==> config.mk <==
export PLATFORM = sky130hd
export DESIGN_NAME = fsd_lane
export DESIGN_NICKNAME = d
export VERILOG_FILES = /design/src/rtl/core/fsd_pkg.sv /design/src/rtl/core/fsd_lane.sv
export SDC_FILE = /design/constraint.sdc
export NUM_CORES = 1
export LEC_CHECK = 0
export ABC_AREA = 1
export BUFFER_PORTS_ARGS = -buffer_cell sky130_fd_sc_hd__buf_2
export CORE_MARGIN = 4
export CORE_UTILIZATION = 55
export CTS_CLUSTER_DIAMETER = 30
export DETAILED_ROUTE_END_ITERATION = 8
export PLACE_DENSITY = 0.85
export SYNTH_ARGS = -nofsm -noshare
export SYNTH_HDL_FRONTEND = slang
export SYNTH_SLANG_ARGS = --single-unit
==> constraint.sdc <==
create_clock -name clk -period 33.6 [get_ports clk]
set_clock_uncertainty 0.1 [all_clocks]
set_input_delay 1.68 -clock clk [delete_from_list [all_inputs] [get_ports clk]]
set_output_delay 1.68 -clock clk [all_outputs]
set_load 0.01 [all_outputs]
==> src/rtl/core/fsd_pkg.sv <==
// Shared types, constants and helpers for the Floyd-Steinberg RGB dither unit.
// Holds the fixed-point error format, saturation helper and register map.
// No dependencies; every other file in rtl/core but fsd_line_buf imports this package.
package fsd_pkg;

	// Error terms are signed 16-bit with FRAC_BITS fraction bits.
	localparam int FRAC_BITS   = 4;
	localparam int ERR_W       = 16;
	// Intermediate sums and weighted products fit in 19 signed bits.
	localparam int WIDE_W      = 19;
	localparam int PIX_W       = 8;
	localparam int LANES       = 3;
	localparam int MAX_WIDTH_DEF = 2048;

	// Configuration register widths and reset values.
	localparam int CFG_WIDTH_W  = 12;
	localparam int CFG_HEIGHT_W = 16;
	localparam logic [CFG_WIDTH_W-1:0]  WIDTH_RST  = 12'd640;
	localparam logic [CFG_HEIGHT_W-1:0] HEIGHT_RST = 16'd480;
	localparam int APB_DATA_W = 32;
	localparam int APB_ADDR_W = 3;

	typedef logic signed [ERR_W-1:0]  err_t;
	typedef logic signed [WIDE_W-1:0] wide_t;

	// Full-scale value 255 in fixed point.
	localparam wide_t FULL_SCALE = wide_t'(255 << FRAC_BITS);
	localparam wide_t SAT_MAX    = wide_t'(32767);
	localparam wide_t SAT_MIN    = -wide_t'(32768);

	// Register index, decoded from the word address.
	typedef enum logic {
		REG_IMAGE_WIDTH  = 1'b0,
		REG_IMAGE_HEIGHT = 1'b1
	} reg_idx_t;

	// Live configuration handed from the register block to the datapath.
	typedef struct packed {
		logic [CFG_WIDTH_W-1:0]  image_width;
		logic [CFG_HEIGHT_W-1:0] image_height;
	} cfg_t;

	// Position flags of one pixel within the frame, shared by all lanes.
	typedef struct packed {
		logic first_row;
		logic last_row;
		logic row_end;
	} pos_t;

	// Clamp a wide intermediate to the signed 16-bit range.
	function automatic err_t sat16(input wide_t v);
		err_t r;
		if (v > SAT_MAX) begin
			r = err_t'(SAT_MAX);
		end else if (v < SAT_MIN) begin
			r = err_t'(SAT_MIN);
		end else begin
			r = err_t'(v);
		end
		return r;
	endfunction

endpackage

==> src/rtl/core/fsd_lane.sv <==
// One color channel of the dither datapath: quantizer and error diffusion.
// Keeps the right-neighbor carry and the two below-row partials of its channel.
// Depends on fsd_pkg for the error format and saturation helper.
module fsd_lane
	import fsd_pkg::*;
(
	input  logic             clk,
	input  logic             arst_n,
	input  logic             step,
	input  logic [PIX_W-1:0] px,
	input  err_t             above,
	input  pos_t             pos,
	output logic             on,
	output err_t             wr_left,
	output err_t             wr_here
);

	err_t  right_carry_q;
	err_t  near_q;
	err_t  far_q;

	wide_t px_w;
	wide_t sum_raw;
	err_t  sum;
	wide_t sum_w;
	err_t  err;
	wide_t e;
	wide_t p7;
	wide_t p5;
	wide_t p3;
	err_t  share7;
	err_t  share1;

	// Sum of pixel, right carry and the error diffused from the row above.
	always_comb begin
		px_w    = wide_t'({{(WIDE_W-PIX_W){1'b0}}, px}) <<< FRAC_BITS;
		sum_raw = px_w + wide_t'(right_carry_q) + (pos.first_row ? '0 : wide_t'(above));
		sum     = sat16(sum_raw);
		sum_w   = wide_t'(sum);
		on      = (sum_w <<< 1) > FULL_SCALE;
		err     = sat16(sum_w - (on ? FULL_SCALE : '0));
	end

	// Weighted shares as shift-adds, floored by the arithmetic shift.
	always_comb begin
		e       = wide_t'(err);
		p7      = (e <<< 3) - e;
		p5      = (e <<< 2) + e;
		p3      = (e <<< 1) + e;
		// Seven sixteenths of a 16-bit value always fits, so no clamp is needed.
		share7  = err_t'(p7 >>> 4);
		share1  = err >>> 4;
		wr_here = sat16(wide_t'(near_q) + (p5 >>> 4));
		wr_left = sat16(wide_t'(far_q) + (p3 >>> 4));
	end

	// Carry and partials move on when the pixel leaves the stage.
	always_ff @(posedge clk or negedge arst_n) begin
		if (!arst_n) begin
			right_carry_q <= '0;
			near_q        <= '0;
			far_q         <= '0;
		end else if (step) begin
			right_carry_q <= pos.row_end ? '0 : share7;
			if (pos.last_row || pos.row_end) begin
				far_q  <= '0;
				near_q <= '0;
			end else begin
				far_q  <= wr_here;
				near_q <= share1;
			end
		end
	end

endmodule

==> flow_summary_export.csv, run 1 <==
group,metric,value,unit
outcome,status,"completed",
synthesis,synth_nets,1289,
synthesis,synth-compound-area-share,20.17,%
floorplanning,io-pin-count,63,
sta,rsz0062_at_grt,"false",
sta,period_share,44.51,%
sta,setup_violations,0,
setup_path,cp_slowest_cell,"nor2_1",
setup_path,cp_top_family,"compound AO/OA/AOI/OAI gates",
setup_path,crit_fanout,15,
setup_path,reg2reg_to,"far_q[5]",
cells_and_area,drive_above_1_share,11.57,%
cells_and_area,n_antenna_cell,0,
drt,vias,7763,
setup_path,critPathMostFrequentCell,"nand2_1",
flow_run,cap_violations,0,
cts,clk_pin_slew_worst_paths,0.06,ns
synthesis,synth_edf_count,0,
cts,cts_root_buffer,"clkbuf_16",
synthesis,synth_top_family_by_area,"simple AND/OR/NAND/NOR gates",
setup_path,max_stage_delay,0.62,ns
synthesis,syn_avg_cell_area,6.605,µm²
synthesis,ys.flop_type,"dfrtp_1",
drt,drc_errors,0,
cells_and_area,multiInputGateArea,5828,µm²
cells_and_area,layout_common_cells,"nand2_1 (267), inv_1 (149), a21oi_1 (122)",
setup_path,worstReg2RegStart,"right_carry_q[4]",
global_routing,groute.usage.overall,25.04,%
synthesis,yosysWarnings,0,
sta,fin_crit,14.96,ns
synthesis,ys_ff_latch,43,
floorplanning,dieHeight,125.2,µm
synthesis,syn_area,7556,µm²
floorplanning,start_util,56.61,%
drt,first_pass_iters,5,
setup_path,worstSetupPathType,"input port to output port",
cts,post_cts_buffers,0,
setup_path,cp.arrival,13.18,ns
global_routing,grt_max_degree,44,
floorplanning,core,13350,µm²
global_routing,grt-ovfl-total,0,
synthesis,ys_async_sr_fraction,100.0,%
cts,clock_latency,0.29,ns
global_routing,grt_pass1_wl,33.24,mm
setup_path,critPathLaunch,"px[0]",
global_routing,first_global_vias,7127,
drt,vias_per_cell,5.638,
setup_path,r2r_cells,66,
synthesis,synthAdderAreaFrac,19.54,%
cts,cts-htree-levels,2,
cells_and_area,syn2layout_area_growth,8.263,%
placed_design,numPortBuffers,62,
global_routing,antenna_found_initial,0,
sta,report.final.slew_viol_count,0,
synthesis,synthMuxAreaShare,0,%
synthesis,synthCells,1144,
sta,relSlewSlack,32.94,%
synthesis,synth_xor_area_share,7.866,%
synthesis,synth_cell_types,49,
cells_and_area,nNetsFinal,1345,
cts,postCtsHoldBufs,0,
synthesis,ys_seq_area_share,14.24,%
setup_path,startpoint_type,"input port",
sta,tns,0,ns
setup_path,end_kind,"output port",
drt,finalWirelength,20.03,mm
floorplanning,die_x,125.2,µm
floorplanning,fp-row-count,42,
setup_path,crit_buf_inv,9,
sta,max_slew.worst_pin.slew,1.006,ns
setup_path,crit_required,31.82,ns
synthesis,yosys.area_share.simple,29.56,%
worst_hold_path,worstHoldPathType,"flop to flop",
cells_and_area,regArea,1076,µm²
drt,ant_nets,0,
placed_design,gp_congestion,0.9239,
floorplanning,die-area,15680,µm²
sta,max_freq,0.06687,GHz
cells_and_area,layout_commonest_cell,"nand2_1",
setup_path,cp.depth,66,
cts,cts_tree,"done",
cells_and_area,num-fill-cells,1272,
drt,routedWlPerCell,14.54,µm
setup_path,r2r_slack,21.80,ns
cts,cts_sinks,43,
cts,clockBufferDepth,2,
cts,cts_buffers,5,
drt,drt_iter0_markers,707,
sta,hold_viol,0,
cts,ctsResizeCount,0,
placed_design,dp_hpwl,16.40,mm
setup_path,crit_end,"wr_left[13]",
cell usage after synthesis, types with 3 or more instances:
library cell / n / area [µm²]
nand2_1: 267 / 1002
inv_1: 149 / 559.3
a21oi_1: 122 / 610.6
ha_1: 110 / 1376
o21ai_0: 83 / 415.4
nor2_1: 77 / 289.0
nand3_1: 52 / 260.3
xor2_1: 45 / 394.1
dfrtp_1: 43 / 1076
xnor2_1: 21 / 183.9
nand2_2: 20 / 125.1
o21bai_1: 14 / 105.1
clkbuf_1: 13 / 48.80
nand2_4: 13 / 146.4
nor3_1: 13 / 65.06
a22o_1: 12 / 105.1
nand4_1: 8 / 50.05
a31oi_1: 6 / 37.54
or2_2: 6 / 37.54
a21o_1: 5 / 37.54
fa_1: 5 / 100.1
nand3_2: 5 / 50.05
o21ai_1: 5 / 25.02
inv_2: 4 / 15.01
nand3b_1: 4 / 30.03
nor2_2: 4 / 25.02
nor4_1: 4 / 25.02
nor2_8: 3 / 60.06
o21ai_2: 3 / 26.28
how the worst min path moves through the flow:
stage	from	endpoint	slack, ns	depth (start not counted)
after floorplan	right_carry_q[8]	right_carry_q[8]	0.35	2
after global placement	right_carry_q[0]	right_carry_q[0]	0.37	2
after detailed placement	right_carry_q[0]	right_carry_q[0]	0.38	2
after CTS	right_carry_q[0]	right_carry_q[0]	0.40	2
after global routing	right_carry_q[0]	right_carry_q[0]	0.43	2
final	right_carry_q[0]	right_carry_q[0]	0.39	2
registers in the layout, indices dropped and copies added (netlist names):
signal,flops
right_carry_q,15
near_q,12
far_q,16
metal layers:
metal | vias up | share of wire [%] | track usage [%]
met5 | - | 0 | 0
met2 | 245 | 46 | 41.54
met1 | 3569 | 46 | 34.88
li1 | 3927 | - | -
met4 | 0 | 1.5 | 5.740
met3 | 22 | 6.6 | 3.284
cell families (layout without fill, tap and decap cells):
family / count (synthesis) / count (layout)
AND/OR/NAND/NOR: 485 / 485
AO/OA/AOI/OAI: 265 / 265
buffers and inverters: 169 / 226
adder cells (fa/ha/maj): 115 / 115
XOR/XNOR: 67 / 67
flip-flops: 43 / 43
worst reg2reg max path: cells and delay by family (launching register included):
| kind | cells | cell delay (ns) |
|---|---|---|
| simple gates | 33 | 4.17 |
| compound gates | 19 | 3.88 |
| fa+ha+maj | 6 | 2.07 |
| buf+inv | 7 | 0.83 |
| flops | 1 | 0.37 |
| xor+xnor | 1 | 0.25 |
per-stage QoR:
| stage | cells | area (µm²) | worst slack [ns] | hold slack (ns) | util [%] |
|---|---|---|---|---|---|
| 5_1_grt | 1377 | 8180 | 17.42 | 0.4293 | 61.29 |
| 2_1_floorplan | 1144 | 7556 | 20.36 | 0.3530 | - |
| 3_5_place_dp | 1369 | 8030 | 18.84 | 0.3810 | 60.16 |
| 6_report | 1377 | 8180 | 18.64 | 0.3899 | 61.29 |
| 3_3_place_gp | 1369 | 8030 | 19.39 | 0.3689 | 60.16 |
| 4_1_cts | 1377 | 8180 | 18.83 | 0.3978 | 61.29 |
cell type report:
class / instances / area share (%)
inverter: 154 / 7.097
tap: 176 / 2.692
timing repair buffer: 64 / 3.977
sequential: 43 / 13.15
clock buffer: 5 / 1.530
clock inverter: 3 / 0.3059
multi-input combinational: 932 / 71.24
Power of run 1 is not shown: default switching activity piles up to over one toggle a cycle in this logic, so the estimate is an artifact.
==> inputs of run 2 (changes only) <==
==> constraint.sdc (replaced) <==
create_clock -name clk -period 15.3 [get_ports clk]
set_clock_uncertainty 0.1 [all_clocks]
set_input_delay 0.765 -clock clk [delete_from_list [all_inputs] [get_ports clk]]
set_output_delay 0.765 -clock clk [all_outputs]
set_load 0.01 [all_outputs]
==> flow_summary_export.csv, run 2 (same netlist as run 1, synthesis figures left out) <==
group,metric,value,unit
outcome,status,"completed",
drt,first_pass_iters,5,
worst_hold_path,worstHoldPathType,"flop to flop",
cts,post_cts_buffers,0,
global_routing,groute.usage.overall,24.99,%
cells_and_area,drive_above_1_share,11.57,%
setup_path,critPathMostFrequentCell,"nand2_1",
drt,ant_nets,0,
sta,relSlewSlack,32.63,%
setup_path,crit_required,14.44,ns
setup_path,startpoint_type,"input port",
cells_and_area,nNetsFinal,1345,
cells_and_area,largest_reg_flops,16,
drt,vias_per_cell,5.657,
cells_and_area,reg_top3,"far_q (16), right_carry_q (15), near_q (12)",
sta,hold_viol,0,
drt,drc_errors,0,
global_routing,grt_max_degree,44,
placed_design,placedCellCount,1369,
sta,rsz0062_at_grt,"false",
cells_and_area,layout_common_cells,"nand2_1 (267), inv_1 (149), a21oi_1 (122)",
setup_path,cp_slowest_cell,"nor2_1",
placed_design,placedInstanceArea,8030,µm²
floorplanning,io-pin-count,63,
sta,setup_violations,0,
floorplanning,start_util,56.61,%
global_routing,grt_pass1_wl,33.20,mm
cts,cts_sinks,43,
setup_path,r2r_cells,66,
drt,finalWirelength,20.21,mm
drt,drt_iter0_markers,916,
setup_path,worstReg2RegStart,"right_carry_q[4]",
global_routing,first_global_vias,7119,
sta,fin_crit,13.05,ns
worst_hold_path,hold_end,"right_carry_q[11]",
cts,cts_tree,"done",
global_routing,grt_use_met1,34.48,%
cts,cts-htree-levels,2,
global_routing,grtUsageMet2,41.44,%
setup_path,crit_buf_inv,9,
cells_and_area,instances_no_fill,1377,
setup_path,max_stage_delay,0.54,ns
sta,report.final.slew_viol_count,0,
floorplanning,die_x,125.2,µm
worst_hold_path,hold_path_depth,2,
cts,ctsResizeCount,0,
global_routing,grt-ovfl-total,0,
cts,cts_root_buffer,"clkbuf_16",
placed_design,numPortBuffers,62,
cts,clockBufferDepth,2,
drt,vias,7790,
cts,clock_latency,0.29,ns
cells_and_area,n_antenna_cell,0,
setup_path,cp_top_family,"compound AO/OA/AOI/OAI gates",
setup_path,cp.arrival,12.18,ns
setup_path,crit_fanout,15,
global_routing,use_met3,3.582,%
floorplanning,fp-row-count,42,
cells_and_area,design_area,8170,µm²
flow_run,cap_violations,0,
floorplanning,core,13350,µm²
cts,cts_buffers,5,
setup_path,r2r_slack,3.46,ns
floorplanning,dieHeight,125.2,µm
drt,routedWlPerCell,14.68,µm
cells_and_area,layout_commonest_cell,"nand2_1",
placed_design,dp_hpwl,16.42,mm
global_routing,grt.busiest_layer,"met2",
floorplanning,die-area,15680,µm²
cts,clk_pin_slew_worst_paths,0.06,ns
cts,postCtsHoldBufs,0,
sta,tns,0,ns
placed_design,gp_congestion,0.9239,
global_routing,antenna_found_initial,0,
setup_path,worstSetupPathType,"input port to output port",
sta,max_slew.worst_pin.slew,1.011,ns
sta,max_freq,0.07665,GHz
cells_and_area,regMostFlops,"far_q",
sta,holdWs,0.3972,ns
cells_and_area,syn2layout_area_growth,8.131,%
sta,period_share,85.27,%
worst_hold_path,holdCritStartpoint,"right_carry_q[11]",
setup_path,end_kind,"output port",
setup_path,reg2reg_to,"far_q[7]",
run 2: cell types whose count changed in the layout (fill, tap and decap cells not counted):
| cell | before | now |
|---|---|---|
| clkinvlp_4 | 1 | 0 |
| clkinv_2 | 0 | 3 |
| clkinv_4 | 2 | 0 |
run 2: per-stage QoR:
stage / util (%) / setup slack, ns
5_1_grt: 61.21 / 1.003
4_1_cts: 61.21 / 2.413
3_3_place_gp: 60.16 / 2.915
3_5_place_dp: 60.16 / 2.441
2_1_floorplan: - / 3.886
6_report: 61.21 / 2.254
run 2: routing by layer:
metal  share of wire [%]  wire (µm)  up-vias
met4                 1.9        394        0
met3                 6.6       1340       40
met2                  46       9253      264
met1                  46       9222     3564
li1                    -          -     3922
met5                   0          0        -
run 2: layout make-up:
cell class / instances / area, µm²
clock buffers: 5 / 125.1
clock inverters: 3 / 15.01
fillers: 1246 / 5177
inverters: 154 / 580.6
multi-input cells: 932 / 5828
flip-flops and latches: 43 / 1076
well taps: 176 / 220.2
repair buffers: 64 / 325.3
run 2: tightest hold or removal path, stage by stage (launching register included):
cell and delay (ns):
dfrtp_1 0.35, nand2_1 0.05, nand2_1 0.06
run 2: worst max-delay path by stage:
stage / slack [ns] / start / endpoint / cells past startpoint
finish: 2.25 / px[0] / wr_left[2] / 66
global route: 1.00 / px[0] / wr_left[12] / 66
CTS: 2.41 / px[0] / wr_left[12] / 69
detailed placement: 2.44 / px[0] / wr_left[12] / 69
global placement: 2.92 / px[0] / wr_left[3] / 66
floorplan: 3.89 / px[0] / wr_left[10] / 68
Power of run 2 is left out for the same reason.
