===== src/rtl/core/fsd_pkg.sv =====
// Shared types, constants and helpers for the Floyd-Steinberg RGB dither unit.
// Holds the fixed-point error format, saturation helper and register map.
// No dependencies; every other file in rtl/core but fsd_line_buf imports this package.
package fsd_pkg;

	// Error terms are signed 16-bit with FRAC_BITS fraction bits.
	localparam int FRAC_BITS   = 4;
	localparam int ERR_W       = 16;
	// Intermediate sums and weighted products fit in 19 signed bits.
	localparam int WIDE_W      = 19;
	localparam int PIX_W       = 8;
	localparam int LANES       = 3;
	localparam int MAX_WIDTH_DEF = 2048;

	// Configuration register widths and reset values.
	localparam int CFG_WIDTH_W  = 12;
	localparam int CFG_HEIGHT_W = 16;
	localparam logic [CFG_WIDTH_W-1:0]  WIDTH_RST  = 12'd640;
	localparam logic [CFG_HEIGHT_W-1:0] HEIGHT_RST = 16'd480;
	localparam int APB_DATA_W = 32;
	localparam int APB_ADDR_W = 3;

	typedef logic signed [ERR_W-1:0]  err_t;
	typedef logic signed [WIDE_W-1:0] wide_t;

	// Full-scale value 255 in fixed point.
	localparam wide_t FULL_SCALE = wide_t'(255 << FRAC_BITS);
	localparam wide_t SAT_MAX    = wide_t'(32767);
	localparam wide_t SAT_MIN    = -wide_t'(32768);

	// Register index, decoded from the word address.
	typedef enum logic {
		REG_IMAGE_WIDTH  = 1'b0,
		REG_IMAGE_HEIGHT = 1'b1
	} reg_idx_t;

	// Live configuration handed from the register block to the datapath.
	typedef struct packed {
		logic [CFG_WIDTH_W-1:0]  image_width;
		logic [CFG_HEIGHT_W-1:0] image_height;
	} cfg_t;

	// Position flags of one pixel within the frame, shared by all lanes.
	typedef struct packed {
		logic first_row;
		logic last_row;
		logic row_end;
	} pos_t;

	// Clamp a wide intermediate to the signed 16-bit range.
	function automatic err_t sat16(input wide_t v);
		err_t r;
		if (v > SAT_MAX) begin
			r = err_t'(SAT_MAX);
		end else if (v < SAT_MIN) begin
			r = err_t'(SAT_MIN);
		end else begin
			r = err_t'(v);
		end
		return r;
	endfunction

endpackage


===== src/rtl/core/fsd_apb_regs.sv =====
// APB register block of the dither unit: image width and image height.
// Word-addressed, writes take effect on the access phase; depends on fsd_pkg.
module fsd_apb_regs
	import fsd_pkg::*;
(
	input  logic                  clk,
	input  logic                  arst_n,
	input  logic                  psel,
	input  logic                  penable,
	input  logic                  pwrite,
	input  logic [APB_ADDR_W-1:0] paddr,
	input  logic [APB_DATA_W-1:0] pwdata,
	output logic [APB_DATA_W-1:0] prdata,
	output logic                  pready,
	output cfg_t                  cfg
);

	logic [CFG_WIDTH_W-1:0]  image_width_q;
	logic [CFG_HEIGHT_W-1:0] image_height_q;
	reg_idx_t                idx;
	logic                    wr_en;

	assign pready = 1'b1;
	assign idx    = reg_idx_t'(paddr[2]);
	assign wr_en  = psel && penable && pwrite && pready;

	// Register writes.
	always_ff @(posedge clk or negedge arst_n) begin
		if (!arst_n) begin
			image_width_q  <= WIDTH_RST;
			image_height_q <= HEIGHT_RST;
		end else if (wr_en) begin
			unique case (idx)
				REG_IMAGE_WIDTH:  image_width_q  <= pwdata[CFG_WIDTH_W-1:0];
				REG_IMAGE_HEIGHT: image_height_q <= pwdata[CFG_HEIGHT_W-1:0];
				default: ;
			endcase
		end
	end

	// Read mux.
	always_comb begin
		unique case (idx)
			REG_IMAGE_WIDTH:  prdata = APB_DATA_W'(image_width_q);
			REG_IMAGE_HEIGHT: prdata = APB_DATA_W'(image_height_q);
			default:          prdata = '0;
		endcase
	end

	assign cfg.image_width  = image_width_q;
	assign cfg.image_height = image_height_q;

endmodule

===== config.mk =====
export PLATFORM = sky130hd
export DESIGN_NAME = fsd_apb_regs
export DESIGN_NICKNAME = d
export VERILOG_FILES = /design/src/rtl/core/fsd_pkg.sv /design/src/rtl/core/fsd_apb_regs.sv
export SDC_FILE = /design/constraint.sdc
export NUM_CORES = 1
export LEC_CHECK = 0
export BUFFER_PORTS_ARGS = -buffer_cell sky130_fd_sc_hd__buf_2
export CAP_MARGIN = 10
export CORE_ASPECT_RATIO = 0.7
export CORE_MARGIN = 2
export CORE_UTILIZATION = 44
export CTS_CLUSTER_DIAMETER = 80
export DETAILED_ROUTE_END_ITERATION = 16
export PLACE_DENSITY = 0.92
export SETUP_SLACK_MARGIN = 0.3
export SLEW_MARGIN = 25
export SYNTH_ARGS = -nofsm -noshare
export SYNTH_HDL_FRONTEND = slang
export SYNTH_SLANG_ARGS = --single-unit

===== constraint.sdc =====
create_clock -name clk -period 1.85 [get_ports clk]
set_input_delay 0.0925 -clock clk [delete_from_list [all_inputs] [get_ports clk]]
set_output_delay 0.0925 -clock clk [all_outputs]
set_load 0.05 [all_outputs]

==> impl_metrics.yaml, run 1 <==
sta:
  fin_crit_ns: 1.33
  slew_headroom_pct: 60.1
  setup_tns_ns: 0
  hold_viol_final: 0
  finalMaxSlewViolations: 0
  clock_skew_ns: 0
  post-route-period-util_pct: 71.9
  tightest_slew_ns: 0.599
  fmax_mhz: 751
  setup_viol: 0
  rsz0062_at_grt: "false"
detailed_routing:
  final_antenna_net_count: 0
  firstDrtPassIters: 3
  dr.first_iter.drc_count: 13
  drc: 0
  wl_mm: 2.79
  routedWlPerCell_um: 13.9
  via_per_inst: 4.59
  vias: 917
cts:
  cts_max_path_buffers: 2
  cts_resized: 0
  holdBufCountCts: 1
  ctsRootBufferMaster: "clkbuf_8"
  post_cts_buffers: 0
  clkTransAtPathRegs_ns: 0.09
  clock-sinks: 28
  cts_buffers: 3
  htree_levels: 1
  clock_latency_ns: 0.27
  cts_tree: "done"
critical_path:
  rr_endpoint: "image_height_q[14]$_DFFE_PN0P_"
  worstSetupStartpointType: "register"
  r2r_cells: 1
  arrival_ns: 1.24
  path_max_fanout: 3
  r2r_start: "image_height_q[14]$_DFFE_PN0P_"
  end_kind: "output pin"
  r2r_slack_ns: 1.06
  cp_data_required_time_ns: 1.76
  crit_type: "reg -> out"
placed_design:
  io_buffers: 65
  placed_area_um2: 1750
  gp_congestion: 0.628
  hpwl_mm: 2.08
die:
  placementRows: 17
  coreArea_um2: 3170
  die_h_um: 52.5
  dieArea_um2: 3850
  io_pins: 101
  die_w_um: 73.3
  initial_core_util_pct: 46.6
final_layout:
  nFillCells: 257
  area_delta_synth_final_pct: 23.8
  drive_above_1_share_pct: 72.8
  design_area_um2: 1830
  nNetsFinal: 203
  diodes: 0
global_routing:
  grt_pass1_vias: 882
  grt_pass1_wl_mm: 4.46
  grt_overflow_total: 0
  grt_max_degree: 29
  antenna_found_initial: 0
  grt_use_total_pct: 15.6
job:
  maxCapViolCount: 0
pwr:
  swShare_pct: 47.5
  p_sw_uw: 1300
  powerDensity_nw_per_um2: 1490
  power_frac_comb_pct: 50.7
  ir_drop_mv: 0.711
  internal-power_uw: 1430
  power.leakage_uw: 0.00100
  seqPwrFrac_pct: 32.0
  clockPowerShare_pct: 17.3
synth:
  syn_inst: 97
  syn_area_um2: 1480
  syn-mean-instance-area_um2: 15.2
  ys_ff_latch: 28
  ys_seq_area_share_pct: 47.9
  yosysWarningCount: 0
  yosysUniqueCellTypes: 11
status:
  outcome: "complete, no violations"
min_path:
  hp-start: "pwdata[12]"
  min_to: "image_height_q[12]$_DFFE_PN0P_"
  hold_class: "in -> reg"
  hold_depth: 2
worst max-delay path by stage:
stage	startpoint	endpoint	slack, ns
after CTS	image_height_q[8]$_DFFE_PN1P_	prdata[8]	0.51
after detailed placement	paddr[2]	image_height_q[12]$_DFFE_PN0P_	0.55
final	image_height_q[8]$_DFFE_PN1P_	prdata[8]	0.52
after global routing	image_height_q[8]$_DFFE_PN1P_	prdata[8]	0.48
after global placement	paddr[2]	image_height_q[13]$_DFFE_PN0P_	0.59
after floorplan	image_height_q[12]$_DFFE_PN0P_	prdata[12]	0.64
routing by layer:
| layer | vias up | routed length, um | track usage [%] |
|---|---|---|---|
| li1 | 425 | - | - |
| met1 | 442 | 1260 | 20.3 |
| met2 | 48 | 1310 | 25.8 |
| met3 | 2 | 201 | 4.62 |
| met4 | 0 | 11 | 3.70 |
| met5 | - | 0 | 0 |
through the flow:
step | worst slack (ns) | hold WS, ns | cells | power (uW) | util [%]
2_1_floorplan | 0.640 | -0.203 | 112 | 2010 | -
3_3_place_gp | 0.587 | 0.132 | 195 | 2250 | 55.2
3_5_place_dp | 0.550 | 0.138 | 195 | 2270 | 55.2
4_1_cts | 0.508 | 0.0443 | 200 | 2750 | 57.7
5_1_grt | 0.485 | 0.0378 | 200 | 2840 | 57.7
6_report | 0.519 | 0.0505 | 200 | 2730 | 57.7
cell families (layout without fill, tap and decap cells):
group                  count (synthesis)  count (layout)  synth area share, %
buffers and inverters                 21              71                 11.3
multiplexers                          40              40                 35.6
flip-flops                            28              28                 47.9
other                                  2              17                0.508
AND/OR/NAND/NOR                        6               6                 4.74
power by group through the flow:
stage	combinational (uW)	sequential (uW)	clock, uW
floorplan	658	1350	0
global placement	1370	875	0
detailed placement	1390	878	0
CTS	1400	874	482
global route	1440	897	512
finish	1380	873	473
placed cells by master (no fill, tap or decap), types with 3 or more instances in the layout:
cell type  netlist  routed
and2_1           4       4
buf_2            1      65
clkbuf_8         0       3
conb_1           2      17
dfrtp_1         22      22
dfstp_2          6       6
mux2_2          20      20
mux2_4          20      20
flip-flops by register name, indices dropped and copies added, names as in the netlist:
signal          flops
image_height_q     16
image_width_q      12
critical path: stages (launching register included):
cell     delay, ns
dfstp_2       0.56
mux2_2        0.15
buf_2         0.25
area by class of cell:
class / instances / area (um^2) / area share (%)
repair buffers: 67 / 343 / 18.7
clock buffers: 3 / 41.3 / 2.26
multi-input cells: 63 / 659 / 36.0
well taps: 38 / 47.5 / 2.60
clock inverters: 1 / 30.0 / 1.64
flip-flops and latches: 28 / 708 / 38.7
cell usage after synthesis:
cell | number | area [um^2]
buf_6 | 3 | 33.8
buf_2 | 1 | 5.00
nand4_4 | 1 | 21.3
conb_1 | 2 | 7.51
dfrtp_1 | 22 | 551
nand4b_4 | 1 | 23.8
mux2_4 | 20 | 300
buf_4 | 17 | 128
dfstp_2 | 6 | 158
and2_1 | 4 | 25.0
mux2_2 | 20 | 225
(Power assumes the default switching activity.)
==> run 2, diff against run 1 <==
--- a/config.mk
+++ b/config.mk
@@ -9,10 +9,10 @@
 export CAP_MARGIN = 10
 export CORE_ASPECT_RATIO = 0.7
 export CORE_MARGIN = 2
-export CORE_UTILIZATION = 44
+export CORE_UTILIZATION = 37
 export CTS_CLUSTER_DIAMETER = 80
 export DETAILED_ROUTE_END_ITERATION = 16
-export PLACE_DENSITY = 0.92
+export PLACE_DENSITY = 0.84
 export SETUP_SLACK_MARGIN = 0.3
 export SLEW_MARGIN = 25
 export SYNTH_ARGS = -nofsm -noshare
==> constraint.sdc (replaced) <==
create_clock -name clk -period 1.2 [get_ports clk]
set_input_delay 0.06 -clock clk [delete_from_list [all_inputs] [get_ports clk]]
set_output_delay 0.06 -clock clk [all_outputs]
set_load 0.05 [all_outputs]
==> run 2 against run 1 <==
  * The run now ends with negative setup slack left
  * Clock skew stayed put
  * Largest cell class is now buffers
  * Clock power up 20%
  * Routed wire length increased by 39%
  * Hold slack worse by 0.031 ns
  * Cell count increased by 23%
==> impl_metrics.yaml, run 2 (synthesis gave the netlist of run 1 again) <==
status:
  outcome: "finished with violations"
  violations: "negative setup slack"
sta:
  rsz0062_at_grt: "true"
  fmax_mhz: 830
  hold_viol_final: 0
  setup_tns_ns: -0.00433
  setup_viol: 1
  finalMaxSlewViolations: 0
  fin_crit_ns: 1.20
  clock_skew_ns: 0
  setup_slack_ns: -0.00433
  post-route-period-util_pct: 100
placed_design:
  hpwl_mm: 2.20
  io_buffers: 65
  gp_congestion: 0.656
  dp.cells: 212
  placed_area_um2: 1940
min_path:
  hold_class: "in -> reg"
detailed_routing:
  via_per_inst: 4.36
  dr.first_iter.drc_count: 18
  drc: 0
  firstDrtPassIters: 2
  routedWlPerCell_um: 15.8
  wl_mm: 3.88
  vias: 1072
  final_antenna_net_count: 0
cts:
  htree_levels: 1
  clkTransAtPathRegs_ns: 0.09
  cts_max_path_buffers: 2
  clock_latency_ns: 0.26
  cts_tree: "done"
  ctsRootBufferMaster: "clkbuf_8"
  clock-sinks: 28
  cts_buffers: 3
pwr:
  p_sw_uw: 2280
  power.leakage_uw: 0.00139
  seqPwrFrac_pct: 26.1
  p_total_uw: 5450
  swShare_pct: 41.9
  power_frac_comb_pct: 63.5
  internal-power_uw: 3170
  ir_drop_mv: 1.31
  clockPowerShare_pct: 10.4
  powerDensity_nw_per_um2: 2010
die:
  die_h_um: 56.9
  placementRows: 19
  io_pins: 101
  die_w_um: 79.5
  coreArea_um2: 3870
  dieArea_um2: 4520
  initial_core_util_pct: 38.1
final_layout:
  diodes: 0
  layout_commonest_cell: "mux2_4"
  fin_util_pct: 70.1
  top_regs: "image_height_q (16), image_width_q (12)"
  nNetsFinal: 235
  design_area_um2: 2720
  largest_reg_flops: 16
  nFillCells: 267
  final_cell_mix: "mux2_4, buf_6, buf_8"
  multi_input_area_um2: 744
  seqCellArea_um2: 736
  top_register: "image_height_q"
  fin_cells: 246
  area_delta_synth_final_pct: 83.8
  drive_above_1_share_pct: 90.7
critical_path:
  crit_type: "reg -> out"
  path_max_fanout: 3
  end_kind: "output pin"
  cp_data_required_time_ns: 1.14
  arrival_ns: 1.14
  worstSetupStartpointType: "register"
job:
  maxCapViolCount: 0
global_routing:
  grt_max_degree: 29
  grt_use_total_pct: 15.9
  antenna_found_initial: 0
  grt_pass1_vias: 1063
  grt_pass1_wl_mm: 5.38
  grt_overflow_total: 0
run 2: changes by cell type in the layout (fill, tap and decap cells not counted), sizes merged:
cell / previous run / this run
clkbuf: 3 / 5
bufinv: 1 / 0
buf: 66 / 97
run 2: timing repair:
action | 4_1_cts | 5_1_grt
gates resized for setup | 106 | 42
pin swaps | 0 | 3
hold endpoints to repair | 22 | 0
setup endpoints to repair | 44 | 62
buffers inserted | 11 | 18
hold buffers | 1 | 0
run 2: worst paths after layout:
path,from,endpoint,slack (ns),cells past startpoint
hold / removal,pwdata[15],image_height_q[15]$_DFFE_PN0P_,0.02,2
min in group asynchronous,arst_n,image_height_q[9]$_DFFE_PN0P_,0.26,2
max in group asynchronous,arst_n,image_height_q[8]$_DFFE_PN1P_,0.63,2
setup reg to reg,image_width_q[1]$_DFFE_PN0P_,image_width_q[1]$_DFFE_PN0P_,0.18,3
hold reg to reg,image_height_q[14]$_DFFE_PN0P_,image_height_q[14]$_DFFE_PN0P_,0.56,1
setup / recovery,image_width_q[7]$_DFFE_PN1P_,prdata[7],-0.004,2
run 2: power by group through the flow:
stage / sequential [uW] / combinational [uW] / clock (uW)
3_3_place_gp: 1390 / 2250 / 0
6_report: 1420 / 3460 / 566
4_1_cts: 1400 / 2990 / 587
3_5_place_dp: 1400 / 2270 / 0
2_1_floorplan: 2130 / 1130 / 0
5_1_grt: 1450 / 3580 / 627
run 2: through the flow:
stage | hold slack [ns] | setup slack (ns)
2_1_floorplan | -0.236 | 0.158
3_3_place_gp | 0.0991 | 0.168
3_5_place_dp | 0.105 | 0.155
4_1_cts | 0.0121 | 0.00501
5_1_grt | 0.0134 | -0.0451
6_report | 0.0192 | -0.00433
run 2: per-layer routing:
layer | vias up | track usage [%] | routed length [um]
met4 | 0 | 1.48 | 0
met3 | 0 | 5.47 | 217
li1 | 493 | - | -
met5 | - | 0 | 0
met1 | 533 | 19.0 | 1500
met2 | 46 | 28.7 | 2170
run 2: cell type report:
type / count / share of cell area [%]
timing repair buffer: 99 / 41.1
sequential: 28 / 27.1
clock buffer: 4 / 2.03
tap: 52 / 2.40
multi-input combinational: 63 / 27.4
run 2: worst max-delay path, stage by stage (launching register included):
cell and delay [ns]:
dfstp_2 0.58, mux2_4 0.16, buf_8 0.14
==> run 3, diff against run 2 <==
--- a/config.mk
+++ b/config.mk
@@ -5,7 +5,7 @@
 export SDC_FILE = /design/constraint.sdc
 export NUM_CORES = 1
 export LEC_CHECK = 0
-export BUFFER_PORTS_ARGS = -buffer_cell sky130_fd_sc_hd__buf_2
+export BUFFER_PORTS_ARGS = -buffer_cell sky130_fd_sc_hd__clkbuf_2
 export CAP_MARGIN = 10
 export CORE_ASPECT_RATIO = 0.7
 export CORE_MARGIN = 2
==> run 3 against run 2 <==
  * The run still ends with negative setup slack left
  * Worst setup slack worse by 0.011 ns
  * Maximum frequency down 0.91%
  * Cell count up 7.3%
  * Clock power up 1%
  * Critical endpoint unchanged
  * Largest power group unchanged
==> impl_metrics.yaml, run 3 (synthesis gave the netlist of run 1 again) <==
sta:
  post-route-period-util_pct: 101
  finalMaxSlewViolations: 0
  setup_viol: 5
  fin_crit_ns: 1.22
  hold_viol_final: 0
  setup_slack_ns: -0.0154
  fmax_mhz: 823
  clock_skew_ns: 0
  holdWs_ns: 0.0171
  rsz0062_at_grt: "true"
status:
  outcome: "finished with violations"
  violations: "negative setup slack"
critical_path:
  crit_type: "reg -> out"
  r2r_slack_ns: 0.10
  rr_endpoint: "image_height_q[11]$_DFFE_PN0P_"
  end_kind: "output pin"
  r2r_cells: 4
  arrival_ns: 1.16
  startpoint: "image_height_q[7]$_DFFE_PN1P_"
  r2r_start: "image_height_q[11]$_DFFE_PN0P_"
  cp-endpoint: "prdata[7]"
  path_max_fanout: 3
  cp_data_required_time_ns: 1.14
  worstSetupStartpointType: "register"
die:
  placementRows: 19
  initial_core_util_pct: 38.1
  coreArea_um2: 3870
  dieArea_um2: 4520
  io_pins: 101
  die_w_um: 79.5
  die_h_um: 56.9
final_layout:
  fin_cells: 264
  layout_commonest_cell: "buf_6"
  nFillCells: 204
  top_register: "image_height_q"
  drive_above_1_share_pct: 91.5
  largest_reg_flops: 16
  nNetsFinal: 253
  design_area_um2: 3180
  diodes: 0
  final_cell_mix: "buf_6, mux2_4, clkbuf_16"
  area_delta_synth_final_pct: 115
  top_regs: "image_height_q (16), image_width_q (12)"
detailed_routing:
  via_per_inst: 4.41
  wl_mm: 4.42
  dr.first_iter.drc_count: 35
  vias: 1165
  firstDrtPassIters: 3
  drc: 0
  routedWlPerCell_um: 16.7
  final_antenna_net_count: 0
pwr:
  p_total_uw: 6110
  powerDensity_nw_per_um2: 1920
  ir_drop_mv: 1.30
  power.leakage_uw: 0.00162
job:
  maxCapViolCount: 0
min_path:
  hp-start: "pwdata[15]"
  hold_depth: 2
  hold_class: "in -> reg"
cts:
  ctsRootBufferMaster: "clkbuf_8"
  clock_latency_ns: 0.27
  clkTransAtPathRegs_ns: 0.09
  cts_tree: "done"
  htree_levels: 1
  cts_buffers: 3
  cts_max_path_buffers: 2
  clock-sinks: 28
global_routing:
  grt_max_degree: 23
  grt_use_total_pct: 18.0
  grt_pass1_wl_mm: 6.11
  grt_pass1_vias: 1161
  antenna_found_initial: 0
  grt_overflow_total: 0
placed_design:
  hpwl_mm: 2.17
  gp_congestion: 0.648
  post-place-ws_ns: -0.00995
  dp.cells: 214
  io_buffers: 65
  placed_area_um2: 1930
-- run 3: per-stage QoR --
step	utilization [%]	TNS (ns)
after global placement	49.7	-0.0249
after CTS	72.9	-0.160
after floorplan	-	0
after global routing	82.0	-0.377
final	82.0	-0.0447
after detailed placement	49.7	-0.0647
-- run 3: area by class of cell --
class | count | area (um^2) | share of cell area (%)
repair buffers | 117 | 1580 | 49.6
multi-input cells | 63 | 744 | 23.4
clock buffers | 4 | 55.1 | 1.73
flip-flops and latches | 28 | 736 | 23.2
well taps | 52 | 65.1 | 2.05
-- run 3: worst min path at each step --
stage	endpoint	slack, ns
after floorplan	image_height_q[0]$_DFFE_PN0P_	-0.24
after global placement	image_height_q[2]$_DFFE_PN0P_	0.06
after detailed placement	image_height_q[2]$_DFFE_PN0P_	0.06
after CTS	image_height_q[15]$_DFFE_PN0P_	0.008
after global routing	image_height_q[15]$_DFFE_PN0P_	0.02
final	image_height_q[15]$_DFFE_PN0P_	0.02
-- run 3: layer usage --
layer  share of wire (%)  vias to the layer above  global-route usage, %
li1                    -                      530                      -
met5                   0                        -                      0
met3                 6.2                        6                   5.31
met1                  38                      580                   21.4
met2                  55                       49                   33.0
met4                0.77                        0                   2.22
-- run 3: critical path, stage by stage (launching register included) --
cell	delay, ns
dfstp_2	0.56
mux2_4	0.16
clkbuf_16	0.16
-- run 3: power breakdown --
group / total [uW] / leakage, uW / internal [uW] / switching [uW]
combinational: 4120 / 0.00129 / 2200 / 1920
sequential: 1410 / 0.000303 / 1220 / 196
clock: 574 / 0.0000288 / 294 / 281
-- run 3: timing repair --
item                                    in CTS  in global routing
pin swaps                                    4                  0
hold buffers                                 1                  0
gates resized for setup                    125                 50
endpoints found under the setup margin      54                 65
endpoints found under the hold margin       15                  0
setup buffers                               16                 29
